<file path="src/assert_macros.svh">
// ----------------------------------------------------------------------------
// assert_macros.svh
// Assertion helpers shared by the RTL. Define ASSERT_OFF to compile them out.
// ----------------------------------------------------------------------------
`ifndef ASSERT_MACROS_SVH
`define ASSERT_MACROS_SVH

`ifndef ASSERT_OFF
// Clocked property, disabled while reset is asserted (active-low reset).
`define ASSERT_CLK(lbl, clk, rst_n, prop, msg) \
    lbl: assert property (@(posedge clk) disable iff (!(rst_n)) (prop)) \
        else $error(msg);
// Clocked property that is checked during reset as well.
`define ASSERT_ALWAYS(lbl, clk, prop, msg) \
    lbl: assert property (@(posedge clk) (prop)) else $error(msg);
`else
`define ASSERT_CLK(lbl, clk, rst_n, prop, msg)
`define ASSERT_ALWAYS(lbl, clk, prop, msg)
`endif

`endif

</file>
<file path="src/rir_pkg.sv">
// ----------------------------------------------------------------------------
// rir_pkg
// Types, codes and helpers for the rectangle intersection/remainder block.
// ----------------------------------------------------------------------------
package rir_pkg;

    // Coordinate width; starts are one bit narrower than counts and ends.
    localparam int COORD_BITS = 32;
    localparam int START_BITS = COORD_BITS - 1;

    typedef logic [COORD_BITS-1:0] t_coord;
    typedef logic [START_BITS-1:0] t_start;

    // Largest legal count, 2^(COORD_BITS-1)
    localparam t_coord COUNT_LIMIT = {1'b1, {START_BITS{1'b0}}};

    // Result kinds
    typedef logic [1:0] t_kind;
    localparam t_kind KIND_INTER    = 2'd0;
    localparam t_kind KIND_REST     = 2'd1;
    localparam t_kind KIND_DISJOINT = 2'd2;

    // Piece slots, in emission order
    localparam int PC_INTER    = 0;
    localparam int PC_ROW_HEAD = 1;
    localparam int PC_ROW_TAIL = 2;
    localparam int PC_COL_HEAD = 3;
    localparam int PC_COL_TAIL = 4;
    localparam int PIECE_COUNT = 5;

    typedef logic [PIECE_COUNT-1:0] t_piece_mask;

    // Job queue between front and back (power-of-two depth)
    localparam int QUEUE_DEPTH = 2;
    localparam int QUEUE_AW    = $clog2(QUEUE_DEPTH);

    // Input transaction
    typedef struct packed {
        t_start query_row_start;
        t_coord query_row_count;
        t_start query_col_start;
        t_coord query_col_count;
        t_start cached_row_start;
        t_coord cached_row_count;
        t_start cached_col_start;
        t_coord cached_col_count;
    } t_req;

    // Output transaction
    typedef struct packed {
        t_kind  piece_kind;
        t_coord row_start;
        t_coord row_count;
        t_coord col_start;
        t_coord col_count;
        logic   last;
    } t_res;

    // Classification flags of one job
    typedef struct packed {
        logic overlap;
        logic row_head;
        logic row_tail;
        logic col_head;
        logic col_tail;
    } t_job_flags;

    // Classified job: query span, intersection span, flags
    typedef struct packed {
        t_job_flags flags;
        t_coord     q_rs;
        t_coord     q_re;
        t_coord     q_cs;
        t_coord     q_ce;
        t_coord     i_rs;
        t_coord     i_re;
        t_coord     i_cs;
        t_coord     i_ce;
    } t_job;

    // Saturate a count to the legal range
    function automatic t_coord cap_count(input t_coord c);
        return (c > COUNT_LIMIT) ? COUNT_LIMIT : c;
    endfunction

    function automatic t_coord max_coord(input t_coord a, input t_coord b);
        return (a > b) ? a : b;
    endfunction

    function automatic t_coord min_coord(input t_coord a, input t_coord b);
        return (a < b) ? a : b;
    endfunction

endpackage

</file>
<file path="src/rir_front.sv">
// ----------------------------------------------------------------------------
// rir_front
// Two-stage front end: saturates inputs, then forms spans and classifies.
// ----------------------------------------------------------------------------
module rir_front (
    input  logic          i_clk,
    input  logic          i_rst_n,
    input  logic          i_valid,
    output logic          o_ready,
    input  rir_pkg::t_req i_req,
    output logic          o_job_valid,
    input  logic          i_job_ready,
    output rir_pkg::t_job o_job
);

    typedef struct packed {
        rir_pkg::t_coord q_rs;
        rir_pkg::t_coord q_rc;
        rir_pkg::t_coord q_cs;
        rir_pkg::t_coord q_cc;
        rir_pkg::t_coord c_rs;
        rir_pkg::t_coord c_rc;
        rir_pkg::t_coord c_cs;
        rir_pkg::t_coord c_cc;
    } t_stage_a;

    logic            r_a_valid, n_a_valid;
    logic            r_b_valid, n_b_valid;
    t_stage_a        r_a, n_a;
    rir_pkg::t_job   r_b, n_b;
    logic            w_a_free, w_b_free, w_a_load, w_b_load;
    rir_pkg::t_coord w_q_re, w_q_ce, w_c_re, w_c_ce;

    // Pipeline handshake
    assign w_b_free  = !r_b_valid || i_job_ready;
    assign w_a_free  = !r_a_valid || w_b_free;
    assign w_a_load  = i_valid && w_a_free;
    assign w_b_load  = r_a_valid && w_b_free;
    assign n_a_valid = w_a_free ? i_valid : 1'b1;
    assign n_b_valid = w_b_free ? r_a_valid : 1'b1;
    assign o_ready   = w_a_free;

    // Stage A: widen starts, saturate counts
    always_comb begin
        n_a.q_rs = {1'b0, i_req.query_row_start};
        n_a.q_rc = rir_pkg::cap_count(i_req.query_row_count);
        n_a.q_cs = {1'b0, i_req.query_col_start};
        n_a.q_cc = rir_pkg::cap_count(i_req.query_col_count);
        n_a.c_rs = {1'b0, i_req.cached_row_start};
        n_a.c_rc = rir_pkg::cap_count(i_req.cached_row_count);
        n_a.c_cs = {1'b0, i_req.cached_col_start};
        n_a.c_cc = rir_pkg::cap_count(i_req.cached_col_count);
    end

    // Stage B: ends (never overflow COORD_BITS) and intersection bounds
    assign w_q_re = r_a.q_rs + r_a.q_rc;
    assign w_q_ce = r_a.q_cs + r_a.q_cc;
    assign w_c_re = r_a.c_rs + r_a.c_rc;
    assign w_c_ce = r_a.c_cs + r_a.c_cc;

    always_comb begin
        n_b       = r_b;
        n_b.flags = '0;
        n_b.q_rs  = r_a.q_rs;
        n_b.q_re  = w_q_re;
        n_b.q_cs  = r_a.q_cs;
        n_b.q_ce  = w_q_ce;
        n_b.i_rs  = rir_pkg::max_coord(r_a.q_rs, r_a.c_rs);
        n_b.i_re  = rir_pkg::min_coord(w_q_re, w_c_re);
        n_b.i_cs  = rir_pkg::max_coord(r_a.q_cs, r_a.c_cs);
        n_b.i_ce  = rir_pkg::min_coord(w_q_ce, w_c_ce);
    end

    always_ff @(posedge i_clk) begin
        if (!i_rst_n) begin
            r_a_valid <= 1'b0;
            r_b_valid <= 1'b0;
        end else begin
            r_a_valid <= n_a_valid;
            r_b_valid <= n_b_valid;
        end
        if (w_a_load) begin
            r_a <= n_a;
        end
        if (w_b_load) begin
            r_b <= n_b;
        end
    end

    // Classification off the stage B registers
    always_comb begin
        o_job                = r_b;
        o_job.flags.overlap  = (r_b.i_rs < r_b.i_re) && (r_b.i_cs < r_b.i_ce);
        o_job.flags.row_head = r_b.q_rs < r_b.i_rs;
        o_job.flags.row_tail = r_b.i_re < r_b.q_re;
        o_job.flags.col_head = r_b.q_cs < r_b.i_cs;
        o_job.flags.col_tail = r_b.i_ce < r_b.q_ce;
    end

    assign o_job_valid = r_b_valid;

endmodule

</file>
<file path="src/rir_queue.sv">
// ----------------------------------------------------------------------------
// rir_queue
// Small register FIFO of classified jobs between front and back.
// ----------------------------------------------------------------------------
module rir_queue (
    input  logic          i_clk,
    input  logic          i_rst_n,
    input  logic          i_push_valid,
    output logic          o_push_ready,
    input  rir_pkg::t_job i_push_job,
    output logic          o_pop_valid,
    input  logic          i_pop_ready,
    output rir_pkg::t_job o_pop_job
);

    rir_pkg::t_job                r_mem [rir_pkg::QUEUE_DEPTH];
    logic [rir_pkg::QUEUE_AW-1:0] r_wr_ptr, r_rd_ptr;
    logic [rir_pkg::QUEUE_AW:0]   r_count;
    logic                         w_push, w_pop;

    localparam logic [rir_pkg::QUEUE_AW:0] FULL_COUNT = rir_pkg::QUEUE_AW'(0) |
        (rir_pkg::QUEUE_AW+1)'(rir_pkg::QUEUE_DEPTH);

    assign o_push_ready = r_count != FULL_COUNT;
    assign o_pop_valid  = r_count != '0;
    assign w_push       = i_push_valid && o_push_ready;
    assign w_pop        = o_pop_valid && i_pop_ready;
    assign o_pop_job    = r_mem[r_rd_ptr];

    // Pointers wrap naturally at a power-of-two depth
    always_ff @(posedge i_clk) begin
        if (!i_rst_n) begin
            r_wr_ptr <= '0;
            r_rd_ptr <= '0;
            r_count  <= '0;
        end else begin
            if (w_push) begin
                r_wr_ptr <= r_wr_ptr + 1'b1;
            end
            if (w_pop) begin
                r_rd_ptr <= r_rd_ptr + 1'b1;
            end
            if (w_push && !w_pop) begin
                r_count <= r_count + 1'b1;
            end else if (w_pop && !w_push) begin
                r_count <= r_count - 1'b1;
            end
        end
        if (w_push) begin
            r_mem[r_wr_ptr] <= i_push_job;
        end
    end

endmodule

</file>
<file path="src/rir_back.sv">
// ----------------------------------------------------------------------------
// rir_back
// Back end: walks the pieces of the head job, one result per cycle while the output is accepted.
// ----------------------------------------------------------------------------
module rir_back (
    input  logic          i_clk,
    input  logic          i_rst_n,
    input  logic          i_job_valid,
    output logic          o_job_pop,
    input  rir_pkg::t_job i_job,
    output logic          o_valid,
    input  logic          i_ready,
    output rir_pkg::t_res o_res
);

    logic                 r_out_valid;
    rir_pkg::t_res        r_res, n_res;
    rir_pkg::t_piece_mask r_sent, n_sent;
    rir_pkg::t_piece_mask w_enable, w_pending, w_sel, w_after;
    rir_pkg::t_coord      w_rs, w_re, w_cs, w_ce;
    logic                 w_load, w_last;

    // Pieces present for this job; slot 0 is the intersection or the disjoint
    always_comb begin
        w_enable                       = '0;
        w_enable[rir_pkg::PC_INTER]    = 1'b1;
        w_enable[rir_pkg::PC_ROW_HEAD] = i_job.flags.overlap && i_job.flags.row_head;
        w_enable[rir_pkg::PC_ROW_TAIL] = i_job.flags.overlap && i_job.flags.row_tail;
        w_enable[rir_pkg::PC_COL_HEAD] = i_job.flags.overlap && i_job.flags.col_head;
        w_enable[rir_pkg::PC_COL_TAIL] = i_job.flags.overlap && i_job.flags.col_tail;
    end

    assign w_pending = w_enable & ~r_sent;
    assign w_sel     = w_pending & (~w_pending + 1'b1);
    assign w_after   = w_pending & ~w_sel;
    assign w_last    = w_after == '0;
    assign w_load    = i_job_valid && (!r_out_valid || i_ready);
    assign o_job_pop = w_load && w_last;

    // Span of the selected piece, as start/end pairs
    always_comb begin
        w_rs = i_job.i_rs;
        w_re = i_job.i_re;
        w_cs = i_job.i_cs;
        w_ce = i_job.i_ce;
        priority if (w_sel[rir_pkg::PC_INTER] && !i_job.flags.overlap) begin
            w_rs = i_job.q_rs;
            w_re = i_job.q_re;
            w_cs = i_job.q_cs;
            w_ce = i_job.q_ce;
        end else if (w_sel[rir_pkg::PC_INTER]) begin
            w_rs = i_job.i_rs;
        end else if (w_sel[rir_pkg::PC_ROW_HEAD]) begin
            w_rs = i_job.q_rs;
            w_re = i_job.i_rs;
            w_cs = i_job.q_cs;
            w_ce = i_job.q_ce;
        end else if (w_sel[rir_pkg::PC_ROW_TAIL]) begin
            w_rs = i_job.i_re;
            w_re = i_job.q_re;
            w_cs = i_job.q_cs;
            w_ce = i_job.q_ce;
        end else if (w_sel[rir_pkg::PC_COL_HEAD]) begin
            w_cs = i_job.q_cs;
            w_ce = i_job.i_cs;
        end else begin
            w_cs = i_job.i_ce;
            w_ce = i_job.q_ce;
        end
    end

    // Next result; disjoint counts come back exactly as end minus start
    always_comb begin
        n_res.piece_kind = rir_pkg::KIND_REST;
        if (w_sel[rir_pkg::PC_INTER]) begin
            n_res.piece_kind = i_job.flags.overlap ? rir_pkg::KIND_INTER
                                                   : rir_pkg::KIND_DISJOINT;
        end
        n_res.row_start = w_rs;
        n_res.row_count = w_re - w_rs;
        n_res.col_start = w_cs;
        n_res.col_count = w_ce - w_cs;
        n_res.last      = w_last;
        n_sent          = w_last ? '0 : (r_sent | w_sel);
    end

    always_ff @(posedge i_clk) begin
        if (!i_rst_n) begin
            r_out_valid <= 1'b0;
            r_sent      <= '0;
        end else begin
            if (w_load) begin
                r_out_valid <= 1'b1;
                r_sent      <= n_sent;
            end else if (i_ready) begin
                r_out_valid <= 1'b0;
            end
        end
        if (w_load) begin
            r_res <= n_res;
        end
    end

    assign o_valid = r_out_valid;
    assign o_res   = r_res;

endmodule

</file>
<file path="src/rect_intersect_and_remainder.sv">
// ----------------------------------------------------------------------------
// rect_intersect_and_remainder
// Intersects a query rectangle with a cached one and splits off the rest.
// ----------------------------------------------------------------------------
// Usage:
//   Input channel (i_valid/o_ready, i_req) takes one query/cached rectangle
//   pair per transaction. Output channel (o_valid/i_ready, o_res) returns
//   one rectangle per transaction: a single disjoint result, or the
//   intersection followed by up to four remaining pieces (row head, row
//   tail, column head, column tail); the final one carries last.
//   Path: an item passes the front stage A and B registers, the job
//   queue and the back end output register. Throughput: one result per
//   cycle from the back end while i_ready is high; the front end accepts
//   a new item every cycle while its two-entry job queue has room.
//   Reset (synchronous, active low) empties the pipeline and the queue;
//   there is no other state. When the receiver holds i_ready low, the
//   output register holds, the queue fills, and o_ready drops once the
//   front pipeline is full as well.
// ----------------------------------------------------------------------------
`include "assert_macros.svh"

module rect_intersect_and_remainder (
    input  logic          i_clk,
    input  logic          i_rst_n,
    input  logic          i_valid,
    output logic          o_ready,
    input  rir_pkg::t_req i_req,
    output logic          o_valid,
    input  logic          i_ready,
    output rir_pkg::t_res o_res
);

    logic          w_fj_valid, w_fj_ready;
    rir_pkg::t_job w_fj;
    logic          w_q_valid, w_q_pop;
    rir_pkg::t_job w_q_job;

    // Front end: saturate and classify
    rir_front u_front (
        .i_clk      (i_clk),
        .i_rst_n    (i_rst_n),
        .i_valid    (i_valid),
        .o_ready    (o_ready),
        .i_req      (i_req),
        .o_job_valid(w_fj_valid),
        .i_job_ready(w_fj_ready),
        .o_job      (w_fj)
    );

    // Job queue
    rir_queue u_queue (
        .i_clk       (i_clk),
        .i_rst_n     (i_rst_n),
        .i_push_valid(w_fj_valid),
        .o_push_ready(w_fj_ready),
        .i_push_job  (w_fj),
        .o_pop_valid (w_q_valid),
        .i_pop_ready (w_q_pop),
        .o_pop_job   (w_q_job)
    );

    // Back end: emit pieces
    rir_back u_back (
        .i_clk      (i_clk),
        .i_rst_n    (i_rst_n),
        .i_job_valid(w_q_valid),
        .o_job_pop  (w_q_pop),
        .i_job      (w_q_job),
        .o_valid    (o_valid),
        .i_ready    (i_ready),
        .o_res      (o_res)
    );

    // Checks
    `ASSERT_CLK(a_disjoint_last, i_clk, i_rst_n,
        o_valid && (o_res.piece_kind == rir_pkg::KIND_DISJOINT) |-> o_res.last,
        "disjoint result without last")
    `ASSERT_CLK(a_rest_nonempty, i_clk, i_rst_n,
        o_valid && (o_res.piece_kind == rir_pkg::KIND_REST) |->
            (o_res.row_count != '0) && (o_res.col_count != '0),
        "empty remaining piece emitted")
    `ASSERT_CLK(a_head_job_holds, i_clk, i_rst_n,
        w_q_valid && !w_q_pop |=> w_q_valid && $stable(w_q_job),
        "queue head changed before the back end finished it")

endmodule
</file>
<file path="config.mk">
export PLATFORM = sky130hd
export DESIGN_NAME = rect_intersect_and_remainder
export DESIGN_NICKNAME = d
export VERILOG_FILES = /design/src/rir_pkg.sv /design/src/rir_front.sv /design/src/rir_queue.sv /design/src/rir_back.sv /design/src/rect_intersect_and_remainder.sv
export VERILOG_INCLUDE_DIRS = /design/src /design/src/src
export SDC_FILE = /design/constraint.sdc
export NUM_CORES = 2
export LEC_CHECK = 0
export BUFFER_PORTS_ARGS = -buffer_cell sky130_fd_sc_hd__buf_4
export CAP_MARGIN = 20
export CORE_UTILIZATION = 63
export CTS_BUF_LIST = sky130_fd_sc_hd__clkbuf_8
export DETAILED_ROUTE_END_ITERATION = 16
export GPL_TIMING_DRIVEN = 0
export MAX_ROUTING_LAYER = met4
export PLACE_DENSITY = 0.82
export SYNTH_ARGS = -nofsm -noshare
export SYNTH_HDL_FRONTEND = slang
export SYNTH_SLANG_ARGS = --single-unit
</file>
<file path="constraint.sdc">
create_clock -name i_clk -period 15.45 [get_ports i_clk]
set_input_delay 4.635 -clock i_clk [delete_from_list [all_inputs] [get_ports i_clk]]
set_output_delay 4.635 -clock i_clk [all_outputs]
set_load 0.01 [all_outputs]
</file>
==> results.txt <==
category of the most critical setup path = flop to output port
Max Root-Sink Buffers = 3
Yosys reg bits = 1162
HPWL Detailed = 124 mm
number of max-cap violations = 0
number of endpoints failing setup at the final stage = 0
CTS Buf Count = 182
via count normalized by instance count = 6.20
insertion delay of the later-clocked pin in the worst-skew pair = 0.89 ns
fillcell total = 6303
path type of the worst min-delay path = flop to flop
placeable core region = 93900 um2
layout overhead on the synthesized area = 14.1%
Final ANT Viol Nets = 0
Post-layout nets = 6058
detailed-route via count = 41500
number of violations reported at the end of detailed-routing iteration 0 = 5137
final cell area excluding filler cells = 68600 um2
remaining routing DRC violations = 0
startpoint type of the worst setup path = flop
area leader, netlist = sky130_fd_sc_hd__edfxtp_1
post-CTS setup buffer count = 0
Pwr per Cell Area = 167 nW/um2
worst-case headroom to the max-slew limit = 23.4%
total number of yosys warnings = 0
pin count of the biggest net entering global routing = 71
RSZ-0062 raised after global routing = no
total count of hold-check failures in the final report = 0
final wirelength = 158 mm
Boundary Pins = 389
die outline width = 311 um
mapped cell area = 60100 um2
required time reported for the critical path endpoint = 10.82 ns
number of enable-type register cells in the synthesized netlist = 1149
number of optimization iterations in the first detailed-route pass = 9
ratio of final minimum period to clock period = 43.4%
Crit. End Element = output port
Synth top cells by count = 1149 x sky130_fd_sc_hd__edfxtp_1, 493 x sky130_fd_sc_hd__ha_1, 403 x sky130_fd_sc_hd__inv_1
count of input and output buffers = 388
Worst Max-Slew Pin Slew = 1.13 ns
number of library cell types mapped by synthesis = 83
synthesized netlist net count = 5460
mean instance size in the synthesized netlist = 12.8 um2
overall global routing resource usage = 33.3%
part of the Yosys area used for sequential elements = 57.8%
TritonCTS Sinks = 1162
status = finished clean
dpl ws = 8.57 ns
core utilization of the finished layout = 73.1%
worst path arrival time = 2.08 ns
placer congestion estimate = 0.952
CTS tree = done
share of synthesized registers carrying an async set or reset = 0%
CTS Root Cell = sky130_fd_sc_hd__clkbuf_8
post_cts resized = 0
most common cell in the synthesized netlist = sky130_fd_sc_hd__edfxtp_1
global-route wire length before repair = 232 mm
maximum frequency from static timing analysis = 149 MHz
total leakage power = 27.6 nW
dominant cells by area after synthesis = sky130_fd_sc_hd__edfxtp_1 57%, sky130_fd_sc_hd__ha_1 10%, sky130_fd_sc_hd__mux2i_1 4.3%
Storage cell area = 34800 um2
largest clock skew in the final design = 0.0550 ns
number of global-route vias before repair = 39100
count of placed standard cells in the final layout, fillers left out = 6699
post-synthesis cell count = 4705
CP Launch Point = u_queue.r_count[0]
# H-tree levels = 4
remaining global-route overflow = 0
Final Power = 0.0114 W
largest driver fanout on the critical path = 5
Setup WS post-layout = 8.74 ns
area share of the largest cell type after synthesis = 57.4%
CTS clk-pin slew, worst paths = 0.06 ns
floorplan row count = 112
Die H = 311 um
placed cells = 6373
worst voltage drop across the vdd grid = 97.0 uV
Cell Area, Placed = 65200 um2
die outline area = 96700 um2
Post-CTS Hold Fix Bufs = 0
Multi-input gate area = 23300 um2
starting density of the core = 64.0%
Routed wire per std cell = 23.7 um
dominant register cell in the synthesized netlist = sky130_fd_sc_hd__edfxtp_1
reg-to-reg critical path startpoint = u_front.n_b[225]
worst hold start = u_back.r_sent[0]
fin crit period = 6.71 ns
share of layout cells above drive strength 1 = 14.8%
Slew Viols, Final = 0
initial antenna violation count = 4
power by group:
| part | leakage, nW | internal [W] | switching (W) |
|---|---|---|---|
| clock network | 1.88 | 0.00123 | 0.00121 |
| logic | 14.9 | 0.00190 | 0.00271 |
| registers | 10.9 | 0.00415 | 0.000234 |
registers in the layout, indices dropped and copies added (netlist names), 2 cells and up, named ones only:
signal           flops
u_queue.r_mem      514
u_front.r_a        190
u_front.n_b         62
u_back.r_sent        5
u_back.o_res       131
u_front.o_job      252
u_queue.r_count      2
area by class of cell:
type | count | area share (%)
tap | 1254 | 2.29
inverter | 404 | 2.21
sequential | 1162 | 50.7
multi-input combinational | 2997 | 34.0
antenna | 3 | 0.0109
clock inverter | 136 | 1.19
clock buffer | 187 | 3.75
buffer | 142 | 0.822
timing repair buffer | 414 | 5.10
path summary, 6_finish.rpt:
check	endpoint	slack [ns]	cells past startpoint
setup / recovery	o_ready	8.74	4
hold / removal	u_back.o_res[129]	0.46	0
setup reg to reg	u_front.o_job[90]	9.34	21
hold reg to reg	u_back.o_res[129]	0.46	0
critical path, stage by stage (launching register included):
cell	delay [ns]
sky130_fd_sc_hd__dfxtp_1	0.35
sky130_fd_sc_hd__nand2b_1	0.20
sky130_fd_sc_hd__nor2_1	0.32
sky130_fd_sc_hd__nand2_1	0.17
sky130_fd_sc_hd__buf_4	0.17
layer usage:
metal  global-route usage (%)  share of wire, %
met1                     50.8                44
met2                     45.2                41
met3                     6.42                12
met4                     9.51               2.4
met5                        -                 0
placed cells by master (no fill, tap or decap), types with 10 or more instances in the layout:
| cell type | instances |
|---|---|
| sky130_fd_sc_hd__ha_1 | 493 |
| sky130_fd_sc_hd__clkinv_1 | 55 |
| sky130_fd_sc_hd__nor2_1 | 205 |
| sky130_fd_sc_hd__buf_12 | 17 |
| sky130_fd_sc_hd__a211oi_1 | 62 |
| sky130_fd_sc_hd__a21o_1 | 177 |
| sky130_fd_sc_hd__o21bai_1 | 26 |
| sky130_fd_sc_hd__clkbuf_8 | 187 |
| sky130_fd_sc_hd__nor2b_1 | 59 |
| sky130_fd_sc_hd__mux2_1 | 29 |
| sky130_fd_sc_hd__a22oi_1 | 83 |
| sky130_fd_sc_hd__buf_2 | 16 |
| sky130_fd_sc_hd__buf_4 | 391 |
| sky130_fd_sc_hd__mux2_2 | 107 |
| sky130_fd_sc_hd__o21ai_0 | 225 |
| sky130_fd_sc_hd__and3_1 | 17 |
| sky130_fd_sc_hd__o22a_1 | 40 |
| sky130_fd_sc_hd__a31oi_1 | 16 |
| sky130_fd_sc_hd__dfxtp_1 | 13 |
| sky130_fd_sc_hd__o21ai_1 | 44 |
| sky130_fd_sc_hd__inv_1 | 444 |
| sky130_fd_sc_hd__nand3_1 | 39 |
| sky130_fd_sc_hd__a21oi_1 | 308 |
| sky130_fd_sc_hd__xnor2_1 | 115 |
| sky130_fd_sc_hd__nand4_1 | 71 |
| sky130_fd_sc_hd__nor4_1 | 32 |
| sky130_fd_sc_hd__o31a_1 | 10 |
| sky130_fd_sc_hd__clkbuf_1 | 102 |
| sky130_fd_sc_hd__buf_1 | 21 |
| sky130_fd_sc_hd__o21a_1 | 25 |
| sky130_fd_sc_hd__and2_1 | 128 |
| sky130_fd_sc_hd__mux2i_1 | 256 |
| sky130_fd_sc_hd__edfxtp_1 | 1149 |
| sky130_fd_sc_hd__nor3_1 | 35 |
| sky130_fd_sc_hd__xor2_1 | 54 |
| sky130_fd_sc_hd__nand2b_1 | 40 |
| sky130_fd_sc_hd__nand2_1 | 144 |
| sky130_fd_sc_hd__clkinv_2 | 19 |
cell families (layout without fill, tap and decap cells):
family / after synthesis / in the layout / synth area share [%]
and+or+nand+nor: 808 / 808 / 6.84
DFF: 1162 / 1162 / 57.8
AOI/OAI and AO/OA: 1127 / 1127 / 12.1
buffers and inverters: 546 / 1283 / 3.46
other: 0 / 3 / 0
xor gates and xnor gates: 169 / 169 / 2.46
adders and majority gates: 500 / 500 / 10.5
muxes: 393 / 393 / 6.85
metrics by stage:
step           hold WS [ns]  TNS (ns)
2_1_floorplan         0.406         0
3_3_place_gp          0.420   -897.38
3_5_place_dp          0.444         0
4_1_cts               0.463         0
5_1_grt               0.483         0
6_report              0.464         0
(Power assumes the default switching activity.)
